**src/hw/rtl/oanav_pkg.sv**
```systemverilog
package oanav_pkg;

  typedef enum logic [2:0] {
    ModeHold     = 3'd0,
    ModeSafe     = 3'd1,
    ModeLeft     = 3'd2,
    ModeRight    = 3'd3,
    ModeOut      = 3'd4,
    ModeOutDelay = 3'd5
  } nav_mode_e;

  typedef enum logic {
    OpDetect = 1'b0,
    OpTick   = 1'b1
  } op_e;

  typedef enum logic [1:0] {
    CfgBaseSpeed    = 2'd0,
    CfgTurnRateDeg  = 2'd1,
    CfgRampInterval = 2'd2,
    CfgStartDelay   = 2'd3
  } cfg_idx_e;

  // detection codes
  localparam logic [7:0] CodeSafe     = 8'd1;
  localparam logic [7:0] CodeLeft     = 8'd2;
  localparam logic [7:0] CodeRight    = 8'd3;
  localparam logic [7:0] CodeOut      = 8'd4;
  localparam logic [7:0] CodeOutDelay = 8'd5;

  localparam int unsigned RampStepCms  = 10;
  localparam logic [2:0]  RampMaxSteps = 3'd5;

  // pi/180 * 4096 * 65536, rounded
  localparam logic [22:0] DegToQ12Q16 = 23'd4685083;

  localparam logic [9:0] BaseSpeedReset    = 10'd20;
  localparam logic [8:0] TurnRateReset     = 9'd15;
  localparam logic [9:0] RampIntervalReset = 10'd50;
  localparam logic [9:0] StartDelayReset   = 10'd20;
  localparam logic [9:0] RampCountReset    = 10'd10;
  localparam logic [9:0] DelayCountReset   = 10'd20;

  localparam logic [15:0] TurnMagReset = 16'((15 * 4685083 + 32768) >> 16);

endpackage

```
**src/hw/rtl/oanav_in_if.sv**
```systemverilog
interface oanav_in_if;
  logic              valid;
  logic              ready;
  logic              operation;
  logic signed [7:0] setting;
  logic              guided;

  modport source (output valid, output operation, output setting, output guided,
                  input ready);
  modport sink   (input valid, input operation, input setting, input guided,
                  output ready);
endinterface

```
**src/hw/rtl/oanav_out_if.sv**
```systemverilog
interface oanav_out_if;
  logic               valid;
  logic               ready;
  logic               set_velocity;
  logic [10:0]        forward_speed;
  logic               set_heading;
  logic signed [15:0] heading_rate;

  modport source (output valid, output set_velocity, output forward_speed,
                  output set_heading, output heading_rate, input ready);
  modport sink   (input valid, input set_velocity, input forward_speed,
                  input set_heading, input heading_rate, output ready);
endinterface

```
**src/hw/rtl/obstacle_avoid_nav_mode_controller_top.sv**
```systemverilog
// channel   dir  handshake      payload
// req_i     in   valid/ready    operation, setting, guided
// rsp_o     out  valid/ready    set_velocity, forward_speed, set_heading, heading_rate
// apb       in   psel/penable   paddr[3:0], pwdata, prdata (pready tied high)
//
// a request is registered in the input register, then handled from there: mode, ramp and
// delay state update and a tick's command is written to the result register
// one request per cycle sustained while no tick stalls; a tick passes the input register, then the result register
// a tick stalls only when the result register is full and not being taken;
// a detection event never waits on the result side, but a request behind a stalled tick does
// async active-low reset restores default registers and the hold mode
module obstacle_avoid_nav_mode_controller_top (
  input  logic        clk_i,
  input  logic        rst_ni,
  oanav_in_if.sink    req_i,
  oanav_out_if.source rsp_o,
  input  logic        psel,
  input  logic        penable,
  input  logic        pwrite,
  input  logic [3:0]  paddr,
  input  logic [31:0] pwdata,
  output logic [31:0] prdata,
  output logic        pready
);

  // configuration registers
  logic [9:0]  base_speed_q;
  logic [8:0]  turn_rate_q;
  logic [9:0]  ramp_interval_q;
  logic [9:0]  start_delay_q;
  logic [15:0] turn_mag_q;
  logic [31:0] turn_prod;
  logic        cfg_wr;
  oanav_pkg::cfg_idx_e cfg_idx;

  assign pready  = 1'b1;
  assign cfg_wr  = psel & penable & pwrite;
  assign cfg_idx = oanav_pkg::cfg_idx_e'(paddr[3:2]);

  always_ff @(posedge clk_i or negedge rst_ni) begin
    if (!rst_ni) begin
      base_speed_q    <= oanav_pkg::BaseSpeedReset;
      turn_rate_q     <= oanav_pkg::TurnRateReset;
      ramp_interval_q <= oanav_pkg::RampIntervalReset;
      start_delay_q   <= oanav_pkg::StartDelayReset;
    end else if (cfg_wr) begin
      unique case (cfg_idx)
        oanav_pkg::CfgBaseSpeed:    base_speed_q    <= pwdata[9:0];
        oanav_pkg::CfgTurnRateDeg:  turn_rate_q     <= pwdata[8:0];
        oanav_pkg::CfgRampInterval: ramp_interval_q <= pwdata[9:0];
        oanav_pkg::CfgStartDelay:   start_delay_q   <= pwdata[9:0];
        default: ;
      endcase
    end
  end

  always_comb begin
    unique case (cfg_idx)
      oanav_pkg::CfgBaseSpeed:    prdata = {22'd0, base_speed_q};
      oanav_pkg::CfgTurnRateDeg:  prdata = {23'd0, turn_rate_q};
      oanav_pkg::CfgRampInterval: prdata = {22'd0, ramp_interval_q};
      oanav_pkg::CfgStartDelay:   prdata = {22'd0, start_delay_q};
      default:                    prdata = 32'd0;
    endcase
  end

  // degrees to Q4.12 rad/s, rounded, registered from the turn-rate register
  assign turn_prod = 32'(turn_rate_q) * 32'(oanav_pkg::DegToQ12Q16) + 32'd32768;

  always_ff @(posedge clk_i or negedge rst_ni) begin
    if (!rst_ni) begin
      turn_mag_q <= oanav_pkg::TurnMagReset;
    end else begin
      turn_mag_q <= turn_prod[31:16];
    end
  end

  // input register
  logic              s1_valid_q;
  logic              s1_op_q;
  logic [7:0]        s1_code_q;
  logic              s1_guided_q;
  logic              s1_adv;
  logic              s1_tick;
  logic              out_valid_q;

  assign s1_tick = (s1_op_q == oanav_pkg::OpTick);
  assign s1_adv  = s1_valid_q & (!s1_tick | !out_valid_q | rsp_o.ready);
  assign req_i.ready = !s1_valid_q | s1_adv;

  always_ff @(posedge clk_i or negedge rst_ni) begin
    if (!rst_ni) begin
      s1_valid_q <= 1'b0;
    end else if (req_i.ready) begin
      s1_valid_q <= req_i.valid;
    end
  end

  always_ff @(posedge clk_i) begin
    if (req_i.valid && req_i.ready) begin
      s1_op_q     <= req_i.operation;
      s1_code_q   <= req_i.setting;
      s1_guided_q <= req_i.guided;
    end
  end

  // navigation state
  oanav_pkg::nav_mode_e mode_q, mode_d;
  logic [7:0]  last_code_q, last_code_d;
  logic        spin_neg_q, spin_neg_d;
  logic        extra_spin_q, extra_spin_d;
  logic [2:0]  ramp_steps_q, ramp_steps_d;
  logic [9:0]  ramp_cnt_q, ramp_cnt_d;
  logic [9:0]  delay_cnt_q, delay_cnt_d;

  logic               setv;
  logic [10:0]        speed;
  logic               seth;
  logic signed [15:0] rate;
  logic signed [15:0] rate_pos;
  logic signed [15:0] rate_neg;
  logic [11:0]        delay_x3;
  logic [9:0]         heading_thr;

  assign delay_x3    = {1'b0, start_delay_q, 1'b0} + {2'b00, start_delay_q};
  assign heading_thr = delay_x3[11:2];

  // saturate to the Q4.12 range
  assign rate_pos = (turn_mag_q > 16'd32767) ? 16'sh7fff : $signed(turn_mag_q);
  assign rate_neg = (turn_mag_q > 16'd32768) ? 16'sh8000 : $signed(~turn_mag_q + 16'd1);

  always_comb begin
    mode_d       = mode_q;
    last_code_d  = last_code_q;
    spin_neg_d   = spin_neg_q;
    extra_spin_d = extra_spin_q;
    ramp_steps_d = ramp_steps_q;
    ramp_cnt_d   = ramp_cnt_q;
    delay_cnt_d  = delay_cnt_q;
    setv  = 1'b1;
    speed = 11'd0;
    seth  = 1'b1;
    rate  = 16'sd0;

    if (!s1_tick) begin
      if (s1_code_q != last_code_q) begin
        last_code_d = s1_code_q;
        unique case (s1_code_q)
          oanav_pkg::CodeSafe:     mode_d = oanav_pkg::ModeSafe;
          oanav_pkg::CodeLeft:     mode_d = oanav_pkg::ModeLeft;
          oanav_pkg::CodeRight:    mode_d = oanav_pkg::ModeRight;
          oanav_pkg::CodeOut: begin
            mode_d = oanav_pkg::ModeOut;
            // spin flips, with one extra turn before going negative again
            if (!spin_neg_q) begin
              if (!extra_spin_q) spin_neg_d = 1'b1;
              else extra_spin_d = 1'b0;
            end else begin
              spin_neg_d   = 1'b0;
              extra_spin_d = 1'b1;
            end
          end
          oanav_pkg::CodeOutDelay: mode_d = oanav_pkg::ModeOutDelay;
          default:                 mode_d = oanav_pkg::ModeHold;
        endcase
      end
    end else if (s1_guided_q) begin
      unique case (mode_q)
        oanav_pkg::ModeSafe: begin
          setv = 1'b0;
          seth = (delay_cnt_q < heading_thr);
          if (delay_cnt_q == 10'd0) begin
            setv  = 1'b1;
            speed = {1'b0, base_speed_q}
                  + 11'(ramp_steps_q) * 11'(oanav_pkg::RampStepCms);
            if (ramp_cnt_q == 10'd0 && ramp_steps_q < oanav_pkg::RampMaxSteps) begin
              ramp_cnt_d   = ramp_interval_q;
              ramp_steps_d = ramp_steps_q + 3'd1;
            end else if (ramp_cnt_q != 10'd0) begin
              ramp_cnt_d = ramp_cnt_q - 10'd1;
            end
          end else begin
            delay_cnt_d = delay_cnt_q - 10'd1;
          end
        end
        oanav_pkg::ModeOutDelay: seth = 1'b0;
        default: begin
          if (mode_q == oanav_pkg::ModeLeft) begin
            rate = rate_neg;
          end else if (mode_q == oanav_pkg::ModeRight) begin
            rate = rate_pos;
          end else if (mode_q == oanav_pkg::ModeOut) begin
            rate = spin_neg_q ? rate_neg : rate_pos;
          end
          ramp_steps_d = 3'd0;
          ramp_cnt_d   = ramp_interval_q;
          delay_cnt_d  = start_delay_q;
        end
      endcase
    end
  end

  always_ff @(posedge clk_i or negedge rst_ni) begin
    if (!rst_ni) begin
      mode_q       <= oanav_pkg::ModeHold;
      last_code_q  <= 8'd0;
      spin_neg_q   <= 1'b0;
      extra_spin_q <= 1'b0;
      ramp_steps_q <= 3'd0;
      ramp_cnt_q   <= oanav_pkg::RampCountReset;
      delay_cnt_q  <= oanav_pkg::DelayCountReset;
    end else if (s1_adv) begin
      mode_q       <= mode_d;
      last_code_q  <= last_code_d;
      spin_neg_q   <= spin_neg_d;
      extra_spin_q <= extra_spin_d;
      ramp_steps_q <= ramp_steps_d;
      ramp_cnt_q   <= ramp_cnt_d;
      delay_cnt_q  <= delay_cnt_d;
    end
  end

  // result register
  logic               out_setv_q;
  logic [10:0]        out_speed_q;
  logic               out_seth_q;
  logic signed [15:0] out_rate_q;

  always_ff @(posedge clk_i or negedge rst_ni) begin
    if (!rst_ni) begin
      out_valid_q <= 1'b0;
    end else if (s1_adv && s1_tick) begin
      out_valid_q <= 1'b1;
    end else if (rsp_o.ready) begin
      out_valid_q <= 1'b0;
    end
  end

  always_ff @(posedge clk_i) begin
    if (s1_adv && s1_tick) begin
      out_setv_q  <= setv;
      out_speed_q <= speed;
      out_seth_q  <= seth;
      out_rate_q  <= rate;
    end
  end

  assign rsp_o.valid         = out_valid_q;
  assign rsp_o.set_velocity  = out_setv_q;
  assign rsp_o.forward_speed = out_speed_q;
  assign rsp_o.set_heading   = out_seth_q;
  assign rsp_o.heading_rate  = out_rate_q;

  a_ramp_bounded: assert property (@(posedge clk_i) disable iff (!rst_ni)
    ramp_steps_q <= oanav_pkg::RampMaxSteps)
    else $error("ramp steps beyond limit");

  a_result_from_tick: assert property (@(posedge clk_i) disable iff (!rst_ni)
    $rose(out_valid_q) |-> $past(s1_valid_q && s1_tick))
    else $error("result without a tick request");

  a_speed_needs_setv: assert property (@(posedge clk_i) disable iff (!rst_ni)
    (out_valid_q && out_speed_q != 11'd0) |-> out_setv_q)
    else $error("forward speed without velocity command");

endmodule

```
**src/flat_wrapper.sv**
```systemverilog
// flat-port wrapper written by rule: the top's interface ports become plain ports
module obstacle_avoid_nav_mode_controller_top_flat 
  (clk_i, rst_ni, psel, penable, pwrite, paddr, pwdata, prdata, pready, req_i_valid, req_i_operation, req_i_setting, req_i_guided, req_i_ready, rsp_o_valid, rsp_o_set_velocity, rsp_o_forward_speed, rsp_o_set_heading, rsp_o_heading_rate, rsp_o_ready);
  oanav_in_if req_i_i ();
  oanav_out_if rsp_o_i ();
  input  logic clk_i;
  input  logic rst_ni;
  input  logic psel;
  input  logic penable;
  input  logic pwrite;
  input  logic [3:0] paddr;
  input  logic [31:0] pwdata;
  output logic [31:0] prdata;
  output logic pready;
  input wire logic [$bits(req_i_i.valid)-1:0] req_i_valid;
  input wire logic [$bits(req_i_i.operation)-1:0] req_i_operation;
  input wire logic [$bits(req_i_i.setting)-1:0] req_i_setting;
  input wire logic [$bits(req_i_i.guided)-1:0] req_i_guided;
  output wire logic [$bits(req_i_i.ready)-1:0] req_i_ready;
  output wire logic [$bits(rsp_o_i.valid)-1:0] rsp_o_valid;
  output wire logic [$bits(rsp_o_i.set_velocity)-1:0] rsp_o_set_velocity;
  output wire logic [$bits(rsp_o_i.forward_speed)-1:0] rsp_o_forward_speed;
  output wire logic [$bits(rsp_o_i.set_heading)-1:0] rsp_o_set_heading;
  output wire logic [$bits(rsp_o_i.heading_rate)-1:0] rsp_o_heading_rate;
  input wire logic [$bits(rsp_o_i.ready)-1:0] rsp_o_ready;
  assign req_i_i.valid = req_i_valid;
  assign req_i_i.operation = req_i_operation;
  assign req_i_i.setting = req_i_setting;
  assign req_i_i.guided = req_i_guided;
  assign req_i_ready = req_i_i.ready;
  assign rsp_o_valid = rsp_o_i.valid;
  assign rsp_o_set_velocity = rsp_o_i.set_velocity;
  assign rsp_o_forward_speed = rsp_o_i.forward_speed;
  assign rsp_o_set_heading = rsp_o_i.set_heading;
  assign rsp_o_heading_rate = rsp_o_i.heading_rate;
  assign rsp_o_i.ready = rsp_o_ready;
  obstacle_avoid_nav_mode_controller_top u_core (.clk_i(clk_i), .rst_ni(rst_ni), .req_i(req_i_i), .rsp_o(rsp_o_i), .psel(psel), .penable(penable), .pwrite(pwrite), .paddr(paddr), .pwdata(pwdata), .prdata(prdata), .pready(pready));
endmodule
```
**config.mk**
```make
export PLATFORM = sky130hd
export DESIGN_NAME = obstacle_avoid_nav_mode_controller_top_flat
export DESIGN_NICKNAME = d
export VERILOG_FILES = /design/src/hw/rtl/oanav_pkg.sv /design/src/hw/rtl/oanav_in_if.sv /design/src/hw/rtl/oanav_out_if.sv /design/src/hw/rtl/obstacle_avoid_nav_mode_controller_top.sv /design/src/flat_wrapper.sv
export SDC_FILE = /design/constraint.sdc
export NUM_CORES = 1
export LEC_CHECK = 0
export ABC_AREA = 1
export BUFFER_PORTS_ARGS = -buffer_cell sky130_fd_sc_hd__clkbuf_2
export CORE_MARGIN = 2
export CORE_UTILIZATION = 50
export DETAILED_ROUTE_END_ITERATION = 8
export PLACE_DENSITY = 0.79
export SLEW_MARGIN = 20
export SYNTH_ARGS = -nofsm -noshare
export SYNTH_HDL_FRONTEND = slang
export SYNTH_SLANG_ARGS = --single-unit
```
**constraint.sdc**
```tcl
create_clock -name clk_i -period 6.3 [get_ports clk_i]
set_input_delay 1.26 -clock clk_i [delete_from_list [all_inputs] [get_ports clk_i]]
set_output_delay 1.26 -clock clk_i [all_outputs]
set_load 0.02 [all_outputs]
```
==> results.sh, run 1 <==
export IMPL_diodes=0
export IMPL_cts_tree="yes"
export IMPL_min_period_over_period=0.7667
export IMPL_worst_r2r_cell_count=18
export IMPL_pin_count_of_the_biggest_net_entering_global_routing=54
export IMPL_cts_resized=0
export IMPL_io_buffer_count=69
export IMPL_antenna_violating_nets_post_route=0
export IMPL_rr_endpoint="u_core.turn_mag_q[12]"
export IMPL_setup_violations=0
export IMPL_tritoncts_buffer_count=17
export IMPL_endpoint_kind_of_the_worst_setup_timing_path="flop"
export IMPL_setup_tns_ps=0
export IMPL_area_growth_synth_to_final_pct=9.703
export IMPL_yosys_register_bits=132
export IMPL_clk_lat_worst_skew_ps=430
export IMPL_maximum_clock_skew_at_final_layout_ps=10.67
export IMPL_timing_critical_path_required_ps=6620
export IMPL_route_vias_total=9484
export IMPL_grt_ovfl_total=0
export IMPL_synth_simple_gate_area_share=0.2154
export IMPL_grt_pass1_wl_mm=44.41
export IMPL_core_area_um2=22570
export IMPL_grt_setup_unrepaired="false"
export IMPL_status="complete, no violations"
export IMPL_rows=55
export IMPL_max_slew_margin=0.3283
export IMPL_worstSetupPathType="flop to flop"
export IMPL_route_final_wire_length_mm=26.99
export IMPL_worst_setup_path_startpoint="u_core.turn_rate_q[7]"
export IMPL_regToRegStartpoint="u_core.turn_rate_q[7]"
export IMPL_timing_worst_slew_pin_value_ps=1001
export IMPL_finalNetCount=1712
export IMPL_final_max_slew_violation_count=0
export IMPL_die_h_um=155.3
export IMPL_max_cap_viol_count=0
export IMPL_clk_pin_slew_ps=60
export IMPL_synth_fa_ha_area_frac=0.2411
export IMPL_cts_root_to_sink_buffers=2
export IMPL_drt_iter0_markers=742
export IMPL_final_layout_size_suffix_gt1_frac=0.1150
export IMPL_post_cts_repair_setup_buffers=0
export IMPL_synth_warning_count=0
export IMPL_drt_vias_per_instance=5.352
export IMPL_post_drt_wl_per_cell_um=15.23
export IMPL_final_hold_violation_count=0
export IMPL_final_min_clock_period_ps=4830
export IMPL_worst_path_max_fanout=10
export IMPL_synth_compound_gate_area_share=0.1058
export IMPL_synth_edf_count=39
export IMPL_dominantRegCellSynth="sky130_fd_sc_hd__dfrtp_1"
export IMPL_routabilityCongestion=1.019
export IMPL_die_wd_um=155.3
export IMPL_postSynthAreaPerCell_um2=8.124
export IMPL_globalRouteTotalUtil=0.2296
export IMPL_synth_top_family_by_area="adder cells"
export IMPL_syn_instance_count=1408
export IMPL_worst_r2r_setup_slack_ps=1470
export IMPL_post_dp_hpwl_mm=21.11
export IMPL_initial_utilization=0.5068
export IMPL_pin_count=117
export IMPL_die_area_um2=24100
export IMPL_drc=0
export IMPL_timing_critical_path_from_type="flop"
export IMPL_worst_hold_path_type="flop to flop"
export IMPL_first_global_vias=9068
export IMPL_antenna_found_initial=0
export IMPL_synthMuxAreaShare=0
export IMPL_hold_slack_ps=483.5
export IMPL_post_cts_hold_buffer_count=0
export IMPL_detailedRoute_firstPassIterationCount=5
export IMPL_ctsRootBufferMaster="sky130_fd_sc_hd__clkbuf_16"
export IMPL_setup_worst_path_end="u_core.turn_mag_q[12]"
export IMPL_ys_seq_area_frac=0.3078
export IMPL_synth_xor_xnor_area_share=0.02757
export IMPL_fmax_ghz=0.2070
export IMPL_synth_cell_types=53
export IMPL_post_synth_instance_area_um2=11440
export IMPL_async_flop_share=0.7045
export IMPL_numClockSinks=132
export IMPL_finish_utilization=0.5559
export IMPL_cp_arrival_ps=5150
export IMPL_cts_h_tree_depth=4
## flip-flops by register name, indices dropped and copies added (netlist names)
register	count
u_core.extra_spin_q	1
u_core.spin_neg_q	1
u_core.turn_mag_q	16
u_core.ramp_steps_q	3
u_core.rsp_o.set_velocity	1
u_core.rsp_o.valid	1
u_core.mode_q	3
u_core.s1_guided_q	1
u_core.rsp_o.forward_speed	11
u_core.s1_code_q	8
u_core.ramp_cnt_q	10
u_core.turn_rate_q	9
u_core.s1_valid_q	1
u_core.start_delay_q	10
u_core.last_code_q	8
u_core.base_speed_q	10
u_core.rsp_o.set_heading	1
u_core.rsp_o.heading_rate	16
u_core.delay_cnt_q	10
u_core.s1_op_q	1
u_core.ramp_interval_q	10
## critical path: stages (launching register included)
cell                      delay [ps]
sky130_fd_sc_hd__dfrtp_1         590
sky130_fd_sc_hd__fa_1            690
sky130_fd_sc_hd__nand2_1          90
sky130_fd_sc_hd__inv_1           100
sky130_fd_sc_hd__nor2_1           70
sky130_fd_sc_hd__ha_1            170
sky130_fd_sc_hd__or2_2           300
sky130_fd_sc_hd__fa_1            500
sky130_fd_sc_hd__fa_1            500
sky130_fd_sc_hd__ha_1            310
sky130_fd_sc_hd__ha_1            400
sky130_fd_sc_hd__a21oi_1         340
sky130_fd_sc_hd__o21ai_0         170
sky130_fd_sc_hd__nand2_1          90
sky130_fd_sc_hd__nand2_1          50
sky130_fd_sc_hd__a21oi_1         170
sky130_fd_sc_hd__nand2_1          80
sky130_fd_sc_hd__nand2_1          60
sky130_fd_sc_hd__nand2_1          40
## worst min-delay path by stage
stage,start,depth (start not counted),slack [ps],endpoint
after floorplan,u_core.extra_spin_q,2,450,u_core.extra_spin_q
after CTS,u_core.ramp_cnt_q[1],2,480,u_core.ramp_cnt_q[1]
after global placement,u_core.extra_spin_q,2,470,u_core.extra_spin_q
after global routing,u_core.ramp_cnt_q[1],2,500,u_core.ramp_cnt_q[1]
after detailed placement,u_core.ramp_cnt_q[1],2,470,u_core.ramp_cnt_q[1]
final,u_core.ramp_cnt_q[1],2,480,u_core.ramp_cnt_q[1]
## routing by layer
layer,vias up,wire length (um),global-route usage
li1,4651,-,-
met1,4464,11870,0.3022
met4,0,676,0.07514
met3,62,1524,0.03955
met2,307,12920,0.3871
met5,-,0,0
## cells by family after synthesis
logic type               Yosys count
AND/OR/NAND/NOR                  563
adder cells (fa/ha/maj)          185
buffers and inverters            272
other                              2
XOR/XNOR                          36
AO/OA/AOI/OAI                    218
flip-flops                       132
## metrics by stage
stage,std cells,area [um2],setup slack (ps)
CTS,1772,12550,1551
global route,1772,12550,1257
floorplan,1429,11520,2158
global placement,1740,11930,1653
finish,1772,12550,1470
detailed placement,1740,11930,1584
## layout make-up
| class | count | area [um2] |
|---|---|---|
| clock buffer | 23 | 509.2 |
| clock inverter | 9 | 112.6 |
| fill | 2023 | 10020 |
| inverter | 228 | 860.8 |
| multi-input combinational | 1025 | 6833 |
| sequential | 132 | 3521 |
| tap | 285 | 356.6 |
| timing repair buffer | 70 | 355.3 |
## layout by cell type (no fill, tap or decap), types with 3 or more instances in the layout
cell type,instances
sky130_fd_sc_hd__nand2_1,324
sky130_fd_sc_hd__inv_1,215
sky130_fd_sc_hd__ha_1,126
sky130_fd_sc_hd__nor2_1,96
sky130_fd_sc_hd__o21ai_0,94
sky130_fd_sc_hd__dfrtp_1,75
sky130_fd_sc_hd__a21oi_1,70
sky130_fd_sc_hd__clkbuf_2,68
sky130_fd_sc_hd__fa_1,59
sky130_fd_sc_hd__nand3_1,57
sky130_fd_sc_hd__edfxtp_1,39
sky130_fd_sc_hd__nand4_1,26
sky130_fd_sc_hd__conb_1,23
sky130_fd_sc_hd__xor2_1,22
sky130_fd_sc_hd__o21ai_1,22
sky130_fd_sc_hd__clkbuf_16,18
sky130_fd_sc_hd__dfstp_2,18
sky130_fd_sc_hd__nor3_1,17
sky130_fd_sc_hd__xnor2_1,14
sky130_fd_sc_hd__nand2_2,11
sky130_fd_sc_hd__inv_2,10
sky130_fd_sc_hd__o21bai_1,7
sky130_fd_sc_hd__nor2_4,7
sky130_fd_sc_hd__nor2_2,6
sky130_fd_sc_hd__o2111ai_1,5
sky130_fd_sc_hd__or2_2,4
sky130_fd_sc_hd__a21o_1,4
sky130_fd_sc_hd__clkinv_4,4
sky130_fd_sc_hd__clkbuf_8,4
sky130_fd_sc_hd__o211ai_1,3
sky130_fd_sc_hd__nand2_4,3
sky130_fd_sc_hd__o211ai_2,3
## cells in the mapped netlist (2+ instances only)
| library cell | number | share of area |
|---|---|---|
| sky130_fd_sc_hd__a211oi_1 | 2 | 0.0013 |
| sky130_fd_sc_hd__a21boi_0 | 2 | 0.0013 |
| sky130_fd_sc_hd__a21o_1 | 4 | 0.0026 |
| sky130_fd_sc_hd__a21oi_1 | 70 | 0.031 |
| sky130_fd_sc_hd__buf_2 | 4 | 0.0018 |
| sky130_fd_sc_hd__buf_4 | 26 | 0.017 |
| sky130_fd_sc_hd__buf_6 | 3 | 0.0030 |
| sky130_fd_sc_hd__clkbuf_1 | 9 | 0.0030 |
| sky130_fd_sc_hd__conb_1 | 2 | 0.00066 |
| sky130_fd_sc_hd__dfrtp_1 | 75 | 0.16 |
| sky130_fd_sc_hd__dfstp_2 | 18 | 0.041 |
| sky130_fd_sc_hd__edfxtp_1 | 39 | 0.10 |
| sky130_fd_sc_hd__fa_1 | 59 | 0.10 |
| sky130_fd_sc_hd__ha_1 | 126 | 0.14 |
| sky130_fd_sc_hd__inv_1 | 216 | 0.071 |
| sky130_fd_sc_hd__inv_2 | 10 | 0.0033 |
| sky130_fd_sc_hd__nand2_1 | 324 | 0.11 |
| sky130_fd_sc_hd__nand2_2 | 11 | 0.0060 |
| sky130_fd_sc_hd__nand2_4 | 3 | 0.0030 |
| sky130_fd_sc_hd__nand3_1 | 57 | 0.025 |
| sky130_fd_sc_hd__nand3_2 | 2 | 0.0018 |
| sky130_fd_sc_hd__nand3b_1 | 2 | 0.0013 |
| sky130_fd_sc_hd__nand4_1 | 26 | 0.014 |
| sky130_fd_sc_hd__nor2_1 | 96 | 0.032 |
| sky130_fd_sc_hd__nor2_2 | 6 | 0.0033 |
| sky130_fd_sc_hd__nor2_4 | 7 | 0.0069 |
| sky130_fd_sc_hd__nor3_1 | 17 | 0.0074 |
| sky130_fd_sc_hd__o2111ai_1 | 5 | 0.0038 |
| sky130_fd_sc_hd__o211ai_1 | 3 | 0.0020 |
| sky130_fd_sc_hd__o211ai_2 | 3 | 0.0033 |
| sky130_fd_sc_hd__o21ai_0 | 94 | 0.041 |
| sky130_fd_sc_hd__o21ai_1 | 22 | 0.0096 |
| sky130_fd_sc_hd__o21bai_1 | 7 | 0.0046 |
| sky130_fd_sc_hd__or2_1 | 2 | 0.0011 |
| sky130_fd_sc_hd__or2_2 | 4 | 0.0022 |
| sky130_fd_sc_hd__xnor2_1 | 14 | 0.011 |
| sky130_fd_sc_hd__xor2_1 | 22 | 0.017 |
Power of run 1 is left out: the tool's default activity adds up to more than one toggle a clock period on the data nets, which glitch-free logic cannot reach.
==> run 2, diff against run 1 <==
--- a/config.mk
+++ b/config.mk
@@ -5,12 +5,12 @@
 export SDC_FILE = /design/constraint.sdc
 export NUM_CORES = 1
 export LEC_CHECK = 0
-export ABC_AREA = 1
+export ABC_AREA = 0
 export BUFFER_PORTS_ARGS = -buffer_cell sky130_fd_sc_hd__clkbuf_2
 export CORE_MARGIN = 2
 export CORE_UTILIZATION = 50
 export DETAILED_ROUTE_END_ITERATION = 8
-export PLACE_DENSITY = 0.79
+export PLACE_DENSITY = 0.8
 export SLEW_MARGIN = 20
 export SYNTH_ARGS = -nofsm -noshare
 export SYNTH_HDL_FRONTEND = slang
==> constraint.sdc (replaced) <==
create_clock -name clk_i -period 4.7 [get_ports clk_i]
set_input_delay 0.94 -clock clk_i [delete_from_list [all_inputs] [get_ports clk_i]]
set_output_delay 0.94 -clock clk_i [all_outputs]
set_load 0.02 [all_outputs]
==> run 2 against run 1 <==
- via count is 13% lower
- design area shrank 0.88%
- clock skew up 6.5 ps
- sequential share of layout area grew 0.28 points
- critical path depth down 3
- worst setup slack got worse by 1500 ps
- non-clock buffer count grew 54
- critical path type unchanged
==> results.sh, run 2 <==
export IMPL_yosys_register_bits=132
export IMPL_final_layout_size_suffix_gt1_frac=0.2610
export IMPL_clk_pin_slew_ps=60
export IMPL_clk_lat_worst_skew_ps=420
export IMPL_combined_flip_flop_and_latch_cell_area_um2=3525
export IMPL_hold_slack_ps=503.4
export IMPL_worstPathBufferInverterCount=2
export IMPL_worst_path_max_fanout=4
export IMPL_async_flop_share=0.7045
export IMPL_post_dp_hpwl_mm=18.74
export IMPL_max_slew_margin=0.2928
export IMPL_maximum_clock_skew_at_final_layout_ps=17.12
export IMPL_worstPathCellList="fa_2, ha_1, inv_1, fa_1, inv_1, fa_1, ha_1, ha_4, a21o_1, a211o_1, o2111ai_2, nor2_1, or3_4, a21oi_1, xnor2_1"
export IMPL_drc=0
export IMPL_timing_critical_path_from_type="flop"
export IMPL_core_area_um2=20960
export IMPL_initial_utilization=0.5085
export IMPL_die_wd_um=150.0
export IMPL_syn_instance_count=1027
export IMPL_cp_arrival_ps=5010
export IMPL_finalNetCount=1382
export IMPL_timing_critical_path_slowest_stage_cell="sky130_fd_sc_hd__dfstp_2"
export IMPL_cts_root_to_sink_buffers=2
export IMPL_io_buffer_count=69
export IMPL_timing_worst_slew_pin_value_ps=1054
export IMPL_grt_ovfl_total=0
export IMPL_cts_tree="yes"
export IMPL_post_synth_instance_area_um2=10660
export IMPL_synth_commonest_cells="sky130_fd_sc_hd__ha_1, sky130_fd_sc_hd__inv_1, sky130_fd_sc_hd__dfrtp_1"
export IMPL_ctsRootBufferMaster="sky130_fd_sc_hd__clkbuf_16"
export IMPL_final_max_slew_violation_count=0
export IMPL_worstSetupPathType="flop to flop"
export IMPL_diodes=0
export IMPL_status="complete, no violations"
export IMPL_postSynthAreaPerCell_um2=10.38
export IMPL_multi_input_comb_area_um2=6873
export IMPL_setup_violations=0
export IMPL_filler_cell_count=1665
export IMPL_drt_iter0_markers=556
export IMPL_globalRouteTotalUtil=0.2237
export IMPL_drt_vias_per_instance=5.734
export IMPL_synthDominantAreaCellType="sky130_fd_sc_hd__dfrtp_1"
export IMPL_synth_warning_count=0
export IMPL_final_hold_violation_count=0
export IMPL_yosys_area_top_type_share=0.1761
export IMPL_rows=53
export IMPL_regToRegStartpoint="u_core.turn_rate_q[2]"
export IMPL_post_drt_wl_per_cell_um=17.67
export IMPL_rr_endpoint="u_core.turn_mag_q[5]"
export IMPL_final_min_clock_period_ps=4681
export IMPL_synth_edf_count=39
export IMPL_endpoint_kind_of_the_worst_setup_timing_path="flop"
export IMPL_pin_count=117
export IMPL_worst_r2r_cell_count=15
export IMPL_hold_path_endpoint="u_core.ramp_cnt_q[1]"
export IMPL_die_h_um=150.0
export IMPL_routabilityCongestion=0.9187
export IMPL_min_period_over_period=0.9960
export IMPL_antenna_found_initial=0
export IMPL_tritoncts_buffer_count=17
export IMPL_worst_r2r_setup_slack_ps=20
export IMPL_pin_count_of_the_biggest_net_entering_global_routing=63
export IMPL_grt_setup_unrepaired="true"
export IMPL_first_global_vias=8003
export IMPL_mostFrequentLayoutCell="sky130_fd_sc_hd__ha_1"
export IMPL_route_vias_total=8211
export IMPL_hold_startpoint="u_core.ramp_cnt_q[1]"
export IMPL_area_growth_synth_to_final_pct=16.72
export IMPL_post_synth_main_area_contributors="sky130_fd_sc_hd__dfrtp_1, sky130_fd_sc_hd__ha_1, sky130_fd_sc_hd__fa_1"
export IMPL_die_area_um2=22500
export IMPL_detailedRoute_firstPassIterationCount=6
export IMPL_dominantRegCellSynth="sky130_fd_sc_hd__dfrtp_1"
export IMPL_grt_pass1_wl_mm=39.72
export IMPL_crit_cells=15
export IMPL_fmax_ghz=0.2136
export IMPL_most_used_cells_in_the_layout_excluding_fill_and_tap_cells="sky130_fd_sc_hd__ha_1, sky130_fd_sc_hd__inv_1, sky130_fd_sc_hd__nor2_1"
export IMPL_synth_cell_types=89
export IMPL_max_cap_viol_count=0
export IMPL_antenna_violating_nets_post_route=0
export IMPL_ys_seq_area_frac=0.3304
export IMPL_worst_hold_path_type="flop to flop"
export IMPL_crit_family="adder cells"
export IMPL_most_common_cell_in_the_synthesized_netlist="sky130_fd_sc_hd__ha_1"
export IMPL_route_final_wire_length_mm=25.31
export IMPL_numClockSinks=132
export IMPL_worst_hold_path_depth=2
export IMPL_timing_critical_path_required_ps=5030
export IMPL_cts_h_tree_depth=4
export IMPL_critical_path_max_stage_delay_ps=600
## run 2: through the flow
| step | TNS, ps | utilization | cells | area (um2) | worst slack, ps |
|---|---|---|---|---|---|
| after detailed placement | -373.4 | 0.5485 | 1391 | 11490 | -89.31 |
| after global placement | -34.28 | 0.5482 | 1391 | 11490 | -24.45 |
| after global routing | -140.5 | 0.5936 | 1432 | 12440 | -65.76 |
| after floorplan | 0 | - | 1048 | 10750 | 11.06 |
| after CTS | -4.158 | 0.5776 | 1423 | 12100 | -4.158 |
| final | 0 | 0.5936 | 1432 | 12440 | 19.02 |
## run 2: logic make-up (layout without fill, tap and decap cells)
family / Yosys count / count (layout) / synth area share
AND/OR/NAND/NOR: 254 / 254 / 0.1215
AO/OA/AOI/OAI: 212 / 212 / 0.1272
adder cells (fa/ha/maj): 185 / 185 / 0.2588
buffers and inverters: 151 / 260 / 0.06446
flip-flops: 132 / 132 / 0.3304
multiplexers: 55 / 55 / 0.06739
XOR/XNOR: 36 / 36 / 0.02959
other: 2 / 23 / 0.0007047
## run 2: worst max-delay path by stage
stage                          start                     to  slack (ps)
6_report       u_core.turn_rate_q[2]   u_core.turn_mag_q[5]          20
5_1_grt        u_core.turn_rate_q[7]   u_core.turn_mag_q[5]         -70
4_1_cts        u_core.turn_rate_q[6]  u_core.turn_mag_q[11]          -4
3_5_place_dp   u_core.turn_rate_q[4]  u_core.turn_mag_q[11]         -90
3_3_place_gp   u_core.turn_rate_q[3]  u_core.turn_mag_q[14]         -20
2_1_floorplan  u_core.turn_rate_q[3]  u_core.turn_mag_q[14]          10
## run 2: routing by layer
layer	vias up	GRT usage	wire [um]
met5	-	0	0
met4	0	0.07264	566
met3	57	0.04695	1519
met2	315	0.3774	12560
met1	4016	0.2879	10660
li1	3823	-	-
## run 2: final cells by class
class,instances,area share
Tap cell,275,0.02766
Sequential cell,132,0.2834
Inverter,104,0.03139
Clock buffer,18,0.03450
Timing Repair Buffer,124,0.06207
Clock inverter,14,0.008450
Multi-Input combinational cell,765,0.5526
## run 2: tightest hold or removal path, delay by kind of cell (launching register included)
family                 cells  cell delay [ps]
AO/OA/AOI/OAI              1               60
buffers and inverters      1               70
flip-flops                 1              370
## run 2: timing repair
item / 4_1_cts / 5_1_grt
resized for setup: 13 / 52
hold buffers: 0 / 0
pin swaps: 11 / 27
endpoints found under the setup margin: 7 / 14
setup buffers: 0 / 9
Power of run 2 is left out for the same reason.
==> run 3, diff against run 2 <==
--- a/config.mk
+++ b/config.mk
@@ -10,7 +10,7 @@
 export CORE_MARGIN = 2
 export CORE_UTILIZATION = 50
 export DETAILED_ROUTE_END_ITERATION = 8
-export PLACE_DENSITY = 0.8
+export PLACE_DENSITY = 0.74
 export SLEW_MARGIN = 20
 export SYNTH_ARGS = -nofsm -noshare
 export SYNTH_HDL_FRONTEND = slang
==> run 3 against run 2 <==
- the run now ends with setup timing left
- clock skew fell by 9.5 ps
- critical path type unchanged
- via count fell by 2.4%
- non-clock buffer count did not move
- maximum frequency fell by 0.50%
- final cell count did not move
==> results.sh, run 3 (synthesis results as in run 2) <==
export IMPL_timing_critical_path_slowest_stage_cell="sky130_fd_sc_hd__fa_1"
export IMPL_pin_count_of_the_biggest_net_entering_global_routing=70
export IMPL_area_growth_synth_to_final_pct=17.08
export IMPL_hold_path_endpoint="u_core.ramp_cnt_q[1]"
export IMPL_antenna_found_initial=0
export IMPL_timing_critical_path_from_type="flop"
export IMPL_critical_path_max_stage_delay_ps=570
export IMPL_drt_iter0_markers=580
export IMPL_first_global_vias=7890
export IMPL_filler_cell_count=1692
export IMPL_final_min_clock_period_ps=4704
export IMPL_cts_tree="yes"
export IMPL_setup_violations=1
export IMPL_combined_flip_flop_and_latch_cell_area_um2=3525
export IMPL_cp_arrival_ps=5000
export IMPL_final_hold_violation_count=0
export IMPL_violations="setup timing"
export IMPL_clk_pin_slew_ps=60
export IMPL_setup_tns_ps=-4.277
export IMPL_worst_hold_path_type="flop to flop"
export IMPL_post_cts_hold_buffer_count=0
export IMPL_worst_r2r_setup_slack_ps=-4
export IMPL_numClockSinks=132
export IMPL_grt_setup_unrepaired="true"
export IMPL_clk_lat_worst_skew_ps=420
export IMPL_die_area_um2=22500
export IMPL_min_period_over_period=1.001
export IMPL_die_h_um=150.0
export IMPL_max_slew_margin=0.2980
export IMPL_multi_input_comb_area_um2=6839
export IMPL_drc=0
export IMPL_worst_hold_path_depth=2
export IMPL_most_used_cells_in_the_layout_excluding_fill_and_tap_cells="sky130_fd_sc_hd__ha_1, sky130_fd_sc_hd__inv_1, sky130_fd_sc_hd__nor2_1"
export IMPL_antenna_violating_nets_post_route=0
export IMPL_endpoint_kind_of_the_worst_setup_timing_path="flop"
export IMPL_post_dp_hpwl_mm=18.82
export IMPL_rr_endpoint="u_core.turn_mag_q[14]"
export IMPL_io_buffer_count=69
export IMPL_ctsRootBufferMaster="sky130_fd_sc_hd__clkbuf_16"
export IMPL_worst_setup_path_startpoint="u_core.turn_rate_q[7]"
export IMPL_worstPathCellList="fa_1, buf_4, xor2_2, ha_1, fa_1, fa_1, ha_1, ha_1, buf_4, a21oi_1, o21ai_0, a221oi_4, o21ai_4, and4_4, o31a_1"
export IMPL_final_max_slew_violation_count=0
export IMPL_routabilityCongestion=0.9331
export IMPL_layout_setup_ws_ps=-4.277
export IMPL_crit_family="adder cells"
export IMPL_globalRouteTotalUtil=0.2225
export IMPL_hold_slack_ps=493.2
export IMPL_route_final_wire_length_mm=24.72
export IMPL_post_drt_wl_per_cell_um=17.26
export IMPL_worst_path_max_fanout=5
export IMPL_final_layout_size_suffix_gt1_frac=0.2558
export IMPL_tritoncts_buffer_count=17
export IMPL_cts_root_to_sink_buffers=2
export IMPL_mostFrequentLayoutCell="sky130_fd_sc_hd__ha_1"
export IMPL_core_area_um2=20960
export IMPL_grt_pass1_wl_mm=39.48
export IMPL_timing_worst_slew_pin_value_ps=1046
export IMPL_rows=53
export IMPL_max_cap_viol_count=0
export IMPL_finalNetCount=1382
export IMPL_maximum_clock_skew_at_final_layout_ps=7.651
export IMPL_worstSetupPathType="flop to flop"
export IMPL_hold_startpoint="u_core.ramp_cnt_q[1]"
export IMPL_regToRegStartpoint="u_core.turn_rate_q[7]"
export IMPL_pin_count=117
export IMPL_timing_critical_path_required_ps=5000
export IMPL_diodes=0
export IMPL_detailedRoute_firstPassIterationCount=6
export IMPL_worstPathBufferInverterCount=2
export IMPL_status="finished, violations left"
export IMPL_cts_h_tree_depth=4
export IMPL_drt_vias_per_instance=5.594
export IMPL_die_wd_um=150.0
export IMPL_fmax_ghz=0.2126
export IMPL_worst_r2r_cell_count=15
export IMPL_initial_utilization=0.5085
export IMPL_grt_ovfl_total=0
export IMPL_route_vias_total=8011
-- run 3: changes by cell type in the layout (fill, tap and decap cells not counted), sizes merged --
| cell | change |
|---|---|
| bufinv | +3 |
| clkinv | -3 |
-- run 3: cell type report --
class / count / share of cell area
sequential: 132 / 0.2825
inverter: 104 / 0.03129
clock buffer: 18 / 0.03440
multi-input combinational: 765 / 0.5481
timing repair buffer: 124 / 0.06187
tap: 275 / 0.02758
clock inverter: 14 / 0.01424
-- run 3: worst max-delay path by stage --
stage	to	slack [ps]	cells after the start
after detailed placement	u_core.turn_mag_q[14]	-80	15
final	u_core.turn_mag_q[14]	-4	15
after CTS	u_core.turn_mag_q[13]	-30	16
after global routing	u_core.turn_mag_q[14]	-110	16
after floorplan	u_core.turn_mag_q[14]	10	15
after global placement	u_core.turn_mag_q[14]	-30	14
-- run 3: timing repair --
| action | in CTS | in global routing |
|---|---|---|
| buffers inserted | 0 | 7 |
| cloned | 0 | 0 |
| setup endpoints to repair | 8 | 15 |
| resized for setup | 7 | 43 |
| pin swaps | 2 | 30 |
-- run 3: through the flow --
stage / area, um2 / utilization / cells / worst slack (ps)
final: 12480 / 0.5954 / 1432 / -4.277
after floorplan: 10750 / - / 1048 / 11.06
after CTS: 12160 / 0.5801 / 1425 / -27.43
after detailed placement: 11510 / 0.5493 / 1393 / -83.68
after global routing: 12480 / 0.5954 / 1432 / -109.3
after global placement: 11500 / 0.5490 / 1393 / -29.76
-- run 3: per-layer routing --
layer / up-vias / routed length (um) / track usage
met5: - / 0 / 0
met4: 0 / 454 / 0.05660
met3: 42 / 1450 / 0.03689
met2: 242 / 12030 / 0.3731
met1: 3906 / 10780 / 0.3012
li1: 3821 / - / -
-- run 3: worst register-to-register path, stage by stage (launching register included) --
cell,delay [ps]
sky130_fd_sc_hd__dfrtp_2,440
sky130_fd_sc_hd__fa_1,580
sky130_fd_sc_hd__buf_4,150
sky130_fd_sc_hd__xor2_2,170
sky130_fd_sc_hd__ha_1,280
sky130_fd_sc_hd__fa_1,530
sky130_fd_sc_hd__fa_1,500
sky130_fd_sc_hd__ha_1,330
sky130_fd_sc_hd__ha_1,310
sky130_fd_sc_hd__buf_4,160
sky130_fd_sc_hd__a21oi_1,130
sky130_fd_sc_hd__o21ai_0,170
sky130_fd_sc_hd__a221oi_4,270
sky130_fd_sc_hd__o21ai_4,120
sky130_fd_sc_hd__and4_4,210
sky130_fd_sc_hd__o31a_1,240
Power of run 3 is left out for the same reason.
